==> src/design/skrr_pkg.sv <==
// Types, codes and defaults of the sequence-keyed retransmit ring.
package skrr_pkg;

	localparam int CAPACITY_DEF     = 4096;
	localparam int MAX_READ_DEF     = 64;
	localparam int APPEND_BYTES_DEF = 8;

	localparam int CFG_IDX_W = 2;
	localparam logic [CFG_IDX_W-1:0] CFG_INITIAL_SEQ = 2'd0;
	localparam logic [CFG_IDX_W-1:0] CFG_SEQ_MODE    = 2'd1;

	typedef enum logic [1:0] {
		FN_APPEND  = 2'd0,
		FN_RELEASE = 2'd1,
		FN_READ    = 2'd2
	} func_t;

	typedef enum logic [2:0] {
		ST_BYTE     = 3'd0,
		ST_NOTIN    = 3'd1,
		ST_EMPTY    = 3'd2,
		ST_OVERFLOW = 3'd3,
		ST_DONE     = 3'd4
	} status_t;

	typedef enum logic [2:0] {
		S_IDLE,
		S_CALC,
		S_DECIDE,
		S_WRITE,
		S_RDADDR,
		S_RDEMIT,
		S_RESULT
	} state_t;

	typedef struct packed {
		logic [1:0]  func;
		logic [31:0] seq;
		logic [6:0]  byte_count;
		logic [63:0] append_data;
	} req_t;

	typedef struct packed {
		logic [7:0]  read_byte;
		logic [2:0]  status;
		logic        last;
		logic [12:0] fill;
	} rsp_t;

	typedef struct packed {
		logic capture;
		logic calc;
		logic decide;
		logic release_seq;
		logic write_byte;
		logic read_addr;
		logic emit_result;
		logic emit_byte;
	} dp_cmd_t;

	typedef struct packed {
		logic [1:0] func;
		logic       overflow;
		logic       wr_zero;
		logic       notin;
		logic       len_zero;
		logic       rem_last;
		logic       out_free;
	} dp_stat_t;

endpackage

==> src/design/skrr_ctrl.sv <==
// Controller state machine of the retransmit ring.
module skrr_ctrl (
	input  logic               clk,
	input  logic               arst_n,
	input  logic               req_valid,
	output logic               req_stall,
	input  skrr_pkg::dp_stat_t stat,
	output skrr_pkg::dp_cmd_t  cmd
);

	skrr_pkg::state_t state_q, state_nx;

	always_ff @(posedge clk or negedge arst_n) begin
		if (!arst_n) begin
			state_q <= skrr_pkg::S_IDLE;
		end else begin
			state_q <= state_nx;
		end
	end

	always_comb begin
		state_nx = state_q;
		unique case (state_q)
			skrr_pkg::S_IDLE: begin
				if (req_valid) state_nx = skrr_pkg::S_CALC;
			end
			skrr_pkg::S_CALC: begin
				state_nx = skrr_pkg::S_DECIDE;
			end
			skrr_pkg::S_DECIDE: begin
				unique case (stat.func)
					skrr_pkg::FN_APPEND: begin
						if (stat.overflow || stat.wr_zero) state_nx = skrr_pkg::S_RESULT;
						else state_nx = skrr_pkg::S_WRITE;
					end
					skrr_pkg::FN_READ: begin
						if (stat.notin || stat.len_zero) state_nx = skrr_pkg::S_RESULT;
						else state_nx = skrr_pkg::S_RDADDR;
					end
					default: begin
						state_nx = skrr_pkg::S_RESULT;
					end
				endcase
			end
			skrr_pkg::S_WRITE: begin
				if (stat.rem_last) state_nx = skrr_pkg::S_RESULT;
			end
			skrr_pkg::S_RDADDR: begin
				state_nx = skrr_pkg::S_RDEMIT;
			end
			skrr_pkg::S_RDEMIT: begin
				if (stat.out_free) begin
					state_nx = stat.rem_last ? skrr_pkg::S_IDLE : skrr_pkg::S_RDADDR;
				end
			end
			skrr_pkg::S_RESULT: begin
				if (stat.out_free) state_nx = skrr_pkg::S_IDLE;
			end
			default: begin
				state_nx = skrr_pkg::S_IDLE;
			end
		endcase
	end

	always_comb begin
		cmd = '0;
		req_stall = (state_q != skrr_pkg::S_IDLE);
		unique case (state_q)
			skrr_pkg::S_IDLE:   cmd.capture = req_valid;
			skrr_pkg::S_CALC:   cmd.calc = 1'b1;
			skrr_pkg::S_DECIDE: begin
				cmd.decide = 1'b1;
				cmd.release_seq = (stat.func == skrr_pkg::FN_RELEASE);
			end
			skrr_pkg::S_WRITE:  cmd.write_byte = 1'b1;
			skrr_pkg::S_RDADDR: cmd.read_addr = 1'b1;
			skrr_pkg::S_RDEMIT: cmd.emit_byte = stat.out_free;
			skrr_pkg::S_RESULT: cmd.emit_result = stat.out_free;
			default:            cmd = '0;
		endcase
	end

endmodule

==> config.mk <==
export PLATFORM = sky130hd
export DESIGN_NAME = skrr_ctrl
export DESIGN_NICKNAME = d
export VERILOG_FILES = /design/src/design/skrr_pkg.sv /design/src/design/skrr_ctrl.sv
export SDC_FILE = /design/constraint.sdc
export NUM_CORES = 1
export LEC_CHECK = 0
export ABC_AREA = 1
export BUFFER_PORTS_ARGS = -buffer_cell sky130_fd_sc_hd__clkbuf_2
export CAP_MARGIN = 20
export CORE_AREA = 2 2 39 41
export DETAILED_ROUTE_END_ITERATION = 10
export DIE_AREA = 0 0 41 43
export PLACE_DENSITY = 0.68
export SYNTH_ARGS = -nofsm -noshare
export SYNTH_HDL_FRONTEND = slang
export SYNTH_SLANG_ARGS = --single-unit
==> constraint.sdc <==
create_clock -name clk -period 1.55 [get_ports clk]
set_clock_uncertainty 0.05 [all_clocks]
set_input_delay 0.2325 -clock clk [delete_from_list [all_inputs] [get_ports clk]]
set_output_delay 0.2325 -clock clk [all_outputs]
set_load 0.02 [all_outputs]
==> impl_metrics.tcl, run 1 <==
set metrics [dict create \
    yosys_warnings 0 \
    fin_hold_ws_ns 0.2735 \
    regArea_um2 78.83 \
    grt_max_degree 11 \
    hpwlAfterDp_um 718.7 \
    layout_commonest_cell "nand2_1" \
    path_clk_slew_ns 0.04 \
    outcome "finished, final reports clean" \
    placedInstanceArea_um2 508.0 \
    hold_path.class "in -> async" \
    switching_share 0.5035 \
    initial_core_util 0.2975 \
    grt_pass1_vias 404 \
    stdcell_area_um2 620.6 \
    syn_inst 66 \
    layout_common_cells "nand2_1, clkbuf_2, nor2_1, buf_4, inv_1" \
    p_int_uw 620.9 \
    gp_congestion 0.7581 \
    critical_path.endpoint_type "output port" \
    grt.total_usage 0.1208 \
    worst_slew_pin_slew_ns 0.2203 \
    syn_area_um2 411.6 \
    timing.final.crit_share 0.9718 \
    cp.arrival_ns 1.22 \
    ys_seq_area_frac 0.1824 \
    die_w_um 41 \
    multi_input_area_um2 270.3 \
    p_clk_frac 0.113 \
    overflow 0 \
    finalSetupViolations 0 \
    power_density_mw_per_mm2 2015 \
    io_pins 20 \
    largest_register_ffs 3 \
    fillers 157 \
    placed_cells 100 \
    final_layout_size_suffix_gt1_frac 0.4742 \
    ys_ff_latch 3 \
    ctsRootBufferMaster "clkbuf_4" \
    gr-usage-met1 0.1558 \
    cts_tree "yes" \
    final_nets 109 \
    yosys.area_share.simple 0.6201 \
    synth_top_family_by_area "simple AND/OR/NAND/NOR gates" \
    combPwrFrac 0.697 \
    route.detailed.drc 0 \
    syn_area_per_cell_um2 6.237 \
    yosys.area_share.adder 0 \
    maxSlewHeadroom 0.8531 \
    leakage_nw 0.3711 \
    busiest_layer "met2" \
    vias 499 \
    max_freq_mhz 663.9 \
    drv_slew 0 \
    worst-path-max-fanout 4 \
    wl_um 983 \
    ys_types 15 \
    port-buffer-count 19 \
    die_area_mm2 0.001763 \
    finalHoldViolCount 0 \
    cts_buffers 3 \
    synthMuxAreaShare 0 \
    viasPerCell 4.416 \
    die_y_um 43 \
    startpoint_type "flop" \
    grtUsageMet3 0.005236 \
    regMostFlops "state_q" \
    dr.pass1.iters 4 \
    clockBufferDepth 2 \
    drt.antenna.violating_nets 0 \
    power.share.sequential 0.189 \
    use_met2 0.1938 \
    synthesis.nets 77 \
    ir_drop_mv 0.7185 \
    diodes 0 \
    areaGrowthSynthToFinish_pct 50.76 \
    synth-compound-area-share 0.01824 \
    wire_per_inst_um 8.699 \
    timing_worst_setup_path_type "reg -> out" \
    post-route-min-period_ns 1.506 \
    grt_pass1_wl_mm 1.511 \
    antenna_found_initial 0 \
    p_sw_uw 629.6 \
    htreeDepth 1 \
    cts_num_sinks 3 \
    rows 14 \
    core_mm2 0.001384 \
    top_regs "state_q (3)" \
    rsz0062_at_grt "true" \
    worstSkewPairLatency_ns 0.24 \
    drt-initial-drc-count 4 \
    final_cells 113 \
    synth_xor_area_frac 0 \
    critPathRequiredTime_ns 1.27 \
    cap_violations 0 \
]
cells by family after synthesis:
| kind of cell | count (synthesis) |
|---|---|
| and+or+nand+nor | 49 |
| DFF | 3 |
| buffers and inverters | 13 |
| AOI/OAI and AO/OA | 1 |
stage by stage:
step | setup TNS, ns | utilization | total power, mW | worst slack [ns]
floorplan | 0 | - | 0.8136 | 0.1320
finish | 0 | 0.4485 | 1.251 | 0.04377
detailed placement | 0 | 0.3671 | 0.9252 | 0.09108
global placement | 0 | 0.3671 | 0.9100 | 0.1593
global route | -0.01203 | 0.4485 | 1.361 | -0.008289
CTS | -0.009935 | 0.4069 | 1.114 | -0.009935
critical path, cell delays in order, from the launching register on:
cell     delay [ns]
dfrtp_2        0.44
inv_4          0.08
nand2_2        0.06
nor2_4         0.12
nand2_2        0.05
nor2_1         0.08
buf_4          0.14
cells in the mapped netlist, drive strengths merged:
library cell,instances,area share
nand2,23,0.24
buf,3,0.082
o21bai,1,0.018
nor2,16,0.22
inv,10,0.097
nand3,7,0.12
dfrtp,3,0.18
nand4,2,0.030
nor3,1,0.012
metal layers:
layer / part of all wire / wire length (µm)
met5: 0 / 0
met4: 0.014 / 14
met3: 0.059 / 58
met2: 0.50 / 489
met1: 0.43 / 421
power by group through the flow:
| stage | logic (mW) | clock network (mW) | registers, mW |
|---|---|---|---|
| final | 0.872 | 0.142 | 0.237 |
| after global routing | 0.970 | 0.146 | 0.244 |
| after CTS | 0.718 | 0.143 | 0.253 |
| after detailed placement | 0.668 | 0 | 0.257 |
| after global placement | 0.659 | 0 | 0.252 |
| after floorplan | 0.679 | 0 | 0.135 |
repair_timing:
action	4_1_cts	5_1_grt
pin swaps	0	1
resized for setup	3	10
hold buffers	1	0
endpoints found under the setup margin	7	5
buffers inserted	2	6
endpoints found under the hold margin	3	0
area by class of cell:
type	instances	area share
multi-input combinational	50	0.4355
timing repair buffer	30	0.2984
sequential	3	0.1270
inverter	10	0.06452
clock buffer	4	0.04234
tap	16	0.03226
path summary, 6_finish.rpt:
path,start,endpoint,slack [ns],cells after the start
max,state_q[2],cmd[4],0.04,6
min in group clk,stat[0],state_q[2],0.28,4
max reg2reg,state_q[0],state_q[1],0.24,8
max in group asynchronous,arst_n,state_q[1],1.05,2
min,arst_n,state_q[2],0.27,2
min reg2reg,state_q[1],state_q[1],0.59,2
Note: power is estimated with default switching activity, not from simulation.
==> inputs of run 2 (changes only) <==
--- a/config.mk
+++ b/config.mk
@@ -9,9 +9,10 @@
 export BUFFER_PORTS_ARGS = -buffer_cell sky130_fd_sc_hd__clkbuf_2
 export CAP_MARGIN = 20
 export CORE_AREA = 2 2 39 41
+export CTS_CLUSTER_SIZE = 20
 export DETAILED_ROUTE_END_ITERATION = 10
 export DIE_AREA = 0 0 41 43
-export PLACE_DENSITY = 0.68
+export PLACE_DENSITY = 0.71
 export SYNTH_ARGS = -nofsm -noshare
 export SYNTH_HDL_FRONTEND = slang
 export SYNTH_SLANG_ARGS = --single-unit
==> constraint.sdc (replaced) <==
create_clock -name clk -period 1.21 [get_ports clk]
set_clock_uncertainty 0.05 [all_clocks]
set_input_delay 0.1815 -clock clk [delete_from_list [all_inputs] [get_ports clk]]
set_output_delay 0.1815 -clock clk [all_outputs]
set_load 0.02 [all_outputs]
==> impl_metrics.tcl, run 2 (synthesis results as in run 1) <==
set metrics [dict create \
    wire_per_inst_um 10.22 \
    fin_util 0.5470 \
    cp.arrival_ns 1.20 \
    grt_pass1_vias 444 \
    grt_max_degree 9 \
    tns_ns -2.020 \
    gp_congestion 0.8483 \
    ctsRootBufferMaster "clkbuf_4" \
    layout_common_cells "nand2_1, nor2_1, clkbuf_2, buf_4" \
    cts_num_sinks 3 \
    port-buffer-count 19 \
    die_y_um 43 \
    wl_mm 1.165 \
    outcome "finished, violations left" \
    drt-initial-drc-count 13 \
    multi_input_area_um2 319.1 \
    timing.rr.start "state_q[2]" \
    dp_slack_ns -0.1483 \
    cp_cell_sequence "buf_12 -> nor2_8 -> nand2_4 -> nor2_4 -> buf_8" \
    critical_path.endpoint_type "output port" \
    finalSetupViolations 12 \
    timing.final.crit_share 1.186 \
    dr.pass1.iters 4 \
    hold_path.class "in -> async" \
    worst-path-max-fanout 8 \
    path_delay_family "flip-flops" \
    drv_slew 0 \
    power_density_mw_per_mm2 2669 \
    maxSlewHeadroom 0.8479 \
    largest_register_ffs 3 \
    route.detailed.drc 0 \
    fillers 129 \
    hpwlAfterDp_um 817.5 \
    leakage_nw 0.4069 \
    regMostFlops "state_q" \
    layout_commonest_cell "nand2_1" \
    viasPerCell 4.544 \
    cts_buffers 3 \
    vias 518 \
    antenna_found_initial 0 \
    ir_drop_mv 1.182 \
    htreeDepth 1 \
    cap_violations 0 \
    io_pins 20 \
    startpoint_type "flop" \
    max_freq_mhz 696.7 \
    die_w_um 41 \
    grt.total_usage 0.1367 \
    clockBufferDepth 2 \
    crit_buf_inv 2 \
    r2r_cells 9 \
    path_clk_slew_ns 0.04 \
    final_layout_size_suffix_gt1_frac 0.5612 \
    timing_worst_setup_path_type "reg -> out" \
    worstSkewPairLatency_ns 0.23 \
    cp_slowest_cell "dfrtp_1" \
    rows 14 \
    top_regs "state_q (3)" \
    fin_ws_ns -0.2254 \
    final_nets 110 \
    cts_tree "yes" \
    finalHoldViolCount 0 \
    grt_pass1_wl_mm 1.752 \
    critPathRequiredTime_ns 0.98 \
    core_mm2 0.001384 \
    die_area_mm2 0.001763 \
    drt.antenna.violating_nets 0 \
    worst_slew_pin_slew_ns 0.2272 \
    initial_core_util 0.2975 \
    overflow 0 \
    violations "negative setup slack" \
    rrSetupSlack_ns -0.12 \
    diodes 0 \
    r2r-end "state_q[1]" \
    slowest_delay_ns 0.39 \
    post-route-min-period_ns 1.435 \
    rsz0062_at_grt "true" \
    regArea_um2 77.57 \
    areaGrowthSynthToFinish_pct 83.89 \
]
[run 2: final cells by class]
| cell class | instances | share of cell area |
|---|---|---|
| Timing Repair Buffer | 31 | 0.3620 |
| Inverter | 10 | 0.05289 |
| Multi-Input combinational cell | 50 | 0.4215 |
| Clock buffer | 4 | 0.03471 |
| Sequential cell | 3 | 0.1025 |
| Tap cell | 16 | 0.02645 |
[run 2: power by group]
part	internal (mW)	switching (mW)	leakage (nW)	total, mW
Clock	0.124	0.0502	0.0150	0.174
Combinational	0.774	0.815	0.357	1.59
Sequential	0.160	0.0976	0.0347	0.257
Total	1.06	0.963	0.407	2.02
[run 2: stage by stage]
step                      area (µm²)  cells  hold slack [ns]  total power, mW
final                          757.0    114           0.2284            2.020
after global routing           757.0    114           0.2319            2.168
after CTS                      696.9    111           0.2275            1.804
after detailed placement       558.0    103         -0.07108            1.347
after global placement         558.0    103         -0.07084            1.335
after floorplan                426.7     66          -0.1641            1.063
[run 2: how the worst max path moves through the flow]
stage | from | to | slack [ns] | cells after the start
global route | state_q[1] | cmd[4] | -0.29 | 5
finish | state_q[0] | cmd[7] | -0.23 | 5
floorplan | state_q[2] | cmd[4] | -0.06 | 6
detailed placement | state_q[1] | cmd[4] | -0.15 | 5
global placement | state_q[1] | cmd[4] | -0.12 | 5
CTS | state_q[1] | cmd[4] | -0.25 | 5
[run 2: worst reg2reg max path: stages (launching register included)]
cell,delay (ns)
dfrtp_2,0.43
buf_6,0.14
buf_6,0.12
nand2_1,0.07
nor2_1,0.05
nand2_1,0.10
nand2_4,0.08
nor2_4,0.11
nand2_1,0.05
nand2_1,0.06
[run 2: metal layers]
layer  GRT usage  up-vias  part of all wire
met3    0.005236        2             0.066
li1            -      265                 -
met1      0.1968      225              0.39
met2      0.2125       26              0.52
met5           0        -                 0
met4     0.04000        0             0.019
[run 2: timing repair]
action	4_1_cts	5_1_grt
hold endpoints to repair	3	0
endpoints found under the setup margin	12	12
buffers inserted	3	4
gates resized for setup	25	17
pin swaps	5	5
hold buffers	1	0
==> inputs of run 3 (changes only) <==
--- a/config.mk
+++ b/config.mk
@@ -5,14 +5,14 @@
 export SDC_FILE = /design/constraint.sdc
 export NUM_CORES = 1
 export LEC_CHECK = 0
-export ABC_AREA = 1
 export BUFFER_PORTS_ARGS = -buffer_cell sky130_fd_sc_hd__clkbuf_2
 export CAP_MARGIN = 20
 export CORE_AREA = 2 2 39 41
 export CTS_CLUSTER_SIZE = 20
 export DETAILED_ROUTE_END_ITERATION = 10
 export DIE_AREA = 0 0 41 43
-export PLACE_DENSITY = 0.71
+export PLACE_DENSITY = 0.63
 export SYNTH_ARGS = -nofsm -noshare
 export SYNTH_HDL_FRONTEND = slang
 export SYNTH_SLANG_ARGS = --single-unit
+export TNS_END_PERCENT = 5
==> impl_metrics.tcl, run 3 <==
set metrics [dict create \
    drt.antenna.violating_nets 0 \
    cp.arrival_ns 1.42 \
    layout_commonest_cell "clkbuf_2" \
    syn_area_per_cell_um2 7.393 \
    yosys-top-cells-count "a21oi_1, inv_1, nor2_1, dfrtp_1" \
    dr.pass1.iters 4 \
    final_nets 87 \
    layout_common_cells "clkbuf_2, buf_4, inv_1, a21oi_1, clkbuf_4" \
    async_flop_share 1.000 \
    violations "negative setup slack" \
    route.detailed.drc 0 \
    multi_input_area_um2 280.3 \
    cap_violations 0 \
    timing.final.crit_share 1.369 \
    overflow 0 \
    initial_core_util 0.2351 \
    cts_tree "yes" \
    synth_xor_area_frac 0 \
    grt.total_usage 0.1387 \
    outcome "finished, violations left" \
    diodes 0 \
    rows 14 \
    vias 442 \
    ir_drop_mv 1.516 \
    grt_pass1_vias 408 \
    syn_inst 44 \
    max_freq_mhz 603.8 \
    htreeDepth 1 \
    wl_mm 1.089 \
    timing.rr.start "state_q[2]" \
    finalSetupViolations 12 \
    syn_area_um2 325.3 \
    regMostFlops "state_q" \
    hpwlAfterDp_um 762.5 \
    synth_edf_count 0 \
    cts_buffers 3 \
    drv_slew 0 \
    maxSlewHeadroom 0.8498 \
    power_mw 1.637 \
    core_mm2 0.001384 \
    leakage_nw 0.3126 \
    stdcell_area_um2 654.4 \
    finalHoldViolCount 0 \
    synthesis.nets 55 \
    path_clk_slew_ns 0.04 \
    largest_register_ffs 3 \
    synth-compound-area-share 0.2962 \
    wire_per_inst_um 11.97 \
    gp_congestion 0.7641 \
    die_y_um 43 \
    areaGrowthSynthToFinish_pct 101.2 \
    hold_path.class "in -> async" \
    yosys.area_share.simple 0.3577 \
    io_pins 20 \
    yosysTopAreaCell "dfrtp_1" \
    ys.flop_type "dfrtp_1" \
    synth_top_area_share 0.2308 \
    placedInstanceArea_um2 524.3 \
    fin_ws_ns -0.4462 \
    yosys_warnings 0 \
    synth_area_leaders "dfrtp_1, a21oi_1, inv_1, nor2_1, nor3b_1" \
    timing_worst_setup_path_type "reg -> out" \
    worst-path-max-fanout 3 \
    ys_seq_area_frac 0.2308 \
    grt_pass1_wl_mm 1.662 \
    grt_max_degree 12 \
    r2r_cells 5 \
    port-buffer-count 19 \
    ys_ff_latch 3 \
    worstSkewPairLatency_ns 0.23 \
    critPathRequiredTime_ns 0.98 \
    rsz0062_at_grt "true" \
    ctsRootBufferMaster "clkbuf_4" \
    cts_num_sinks 3 \
    worst_slew_pin_slew_ns 0.2233 \
    fillers 147 \
    power_density_mw_per_mm2 2502 \
    yosys.area_share.adder 0 \
    critical_path.endpoint_type "output port" \
    rrSetupSlack_ns -0.15 \
    clockBufferDepth 2 \
    r2r-end "state_q[2]" \
    synthMuxAreaShare 0.03077 \
    regArea_um2 75.07 \
    final_layout_size_suffix_gt1_frac 0.5467 \
    viasPerCell 4.857 \
    synth_top_family_by_area "simple AND/OR/NAND/NOR gates" \
    drt-initial-drc-count 10 \
    antenna_found_initial 0 \
    die_area_mm2 0.001763 \
    top_regs "state_q (3)" \
    die_w_um 41 \
    post-route-min-period_ns 1.656 \
    startpoint_type "flop" \
    ys_types 27 \
]
-- run 3: changes by cell type after synthesis, moves of 3 or more --
cell / before / now
nand2_1: 20 / 1
inv_1: 9 / 4
nor2_1: 13 / 4
buf_6: 3 / 0
a21oi_1: 0 / 4
nand3_1: 6 / 0
-- run 3: worst max-delay path, stage by stage (launching register included) --
cell	delay, ns
dfrtp_1	0.39
or3b_4	0.44
nor3b_4	0.19
clkbuf_8	0.17
-- run 3: timing repair --
item | 4_1_cts | 5_1_grt
setup endpoints to repair | 12 | 12
setup buffers | 1 | 0
endpoints found under the hold margin | 3 | 0
hold buffers | 1 | 0
pin swaps | 5 | 3
resized for setup | 18 | 6
-- run 3: how the worst max path moves through the flow --
stage	depth (start not counted)	endpoint	slack, ns	start
4_1_cts	3	cmd[4]	-0.40	state_q[2]
5_1_grt	3	cmd[4]	-0.48	state_q[2]
3_3_place_gp	3	cmd[4]	-0.21	state_q[0]
6_report	3	cmd[4]	-0.45	state_q[2]
3_5_place_dp	3	cmd[4]	-0.22	state_q[2]
2_1_floorplan	3	cmd[7]	-0.19	state_q[0]
-- run 3: cell families (layout without fill, tap and decap cells) --
logic type,count (synthesis),in the layout
AOI/OAI and AO/OA,14,14
and+or+nand+nor,19,19
buffers and inverters,7,38
muxes,1,1
DFF,3,3
-- run 3: final cells by class --
cell class              instances  area share
well taps                      16     0.03059
repair buffers                 30      0.3633
clock buffers                   4     0.04015
flip-flops and latches          3      0.1147
multi-input cells              34      0.4283
inverters                       4     0.02294
-- run 3: where the power goes --
| part | internal, mW | switching [mW] |
|---|---|---|
| sequential | 0.154 | 0.0461 |
| clock | 0.123 | 0.0497 |
| combinational | 0.633 | 0.631 |
-- run 3: per-stage QoR --
stage                     worst slack (ns)  setup TNS (ns)  hold slack [ns]  instances    util
final                              -0.4462          -3.280           0.2308         91  0.4729
after global routing               -0.4831          -3.817           0.2378         91  0.4729
after CTS                          -0.4032          -3.133           0.2288         91  0.4611
after detailed placement           -0.2169          -1.036         -0.06831         85  0.3788
after global placement             -0.2115         -0.9951         -0.07033         85  0.3788
after floorplan                    -0.1885         -0.6470          -0.1641         44       -
-- run 3: per-layer routing --
metal  share of wire  routed length [µm]  up-vias  global-route usage
met3           0.076                  83        0             0.05236
li1                -                   -      224                   -
met5               0                   0        -                   0
met1            0.41                 451      200              0.1581
met2            0.51                 554       18              0.2375
met4               0                   0        0             0.02000
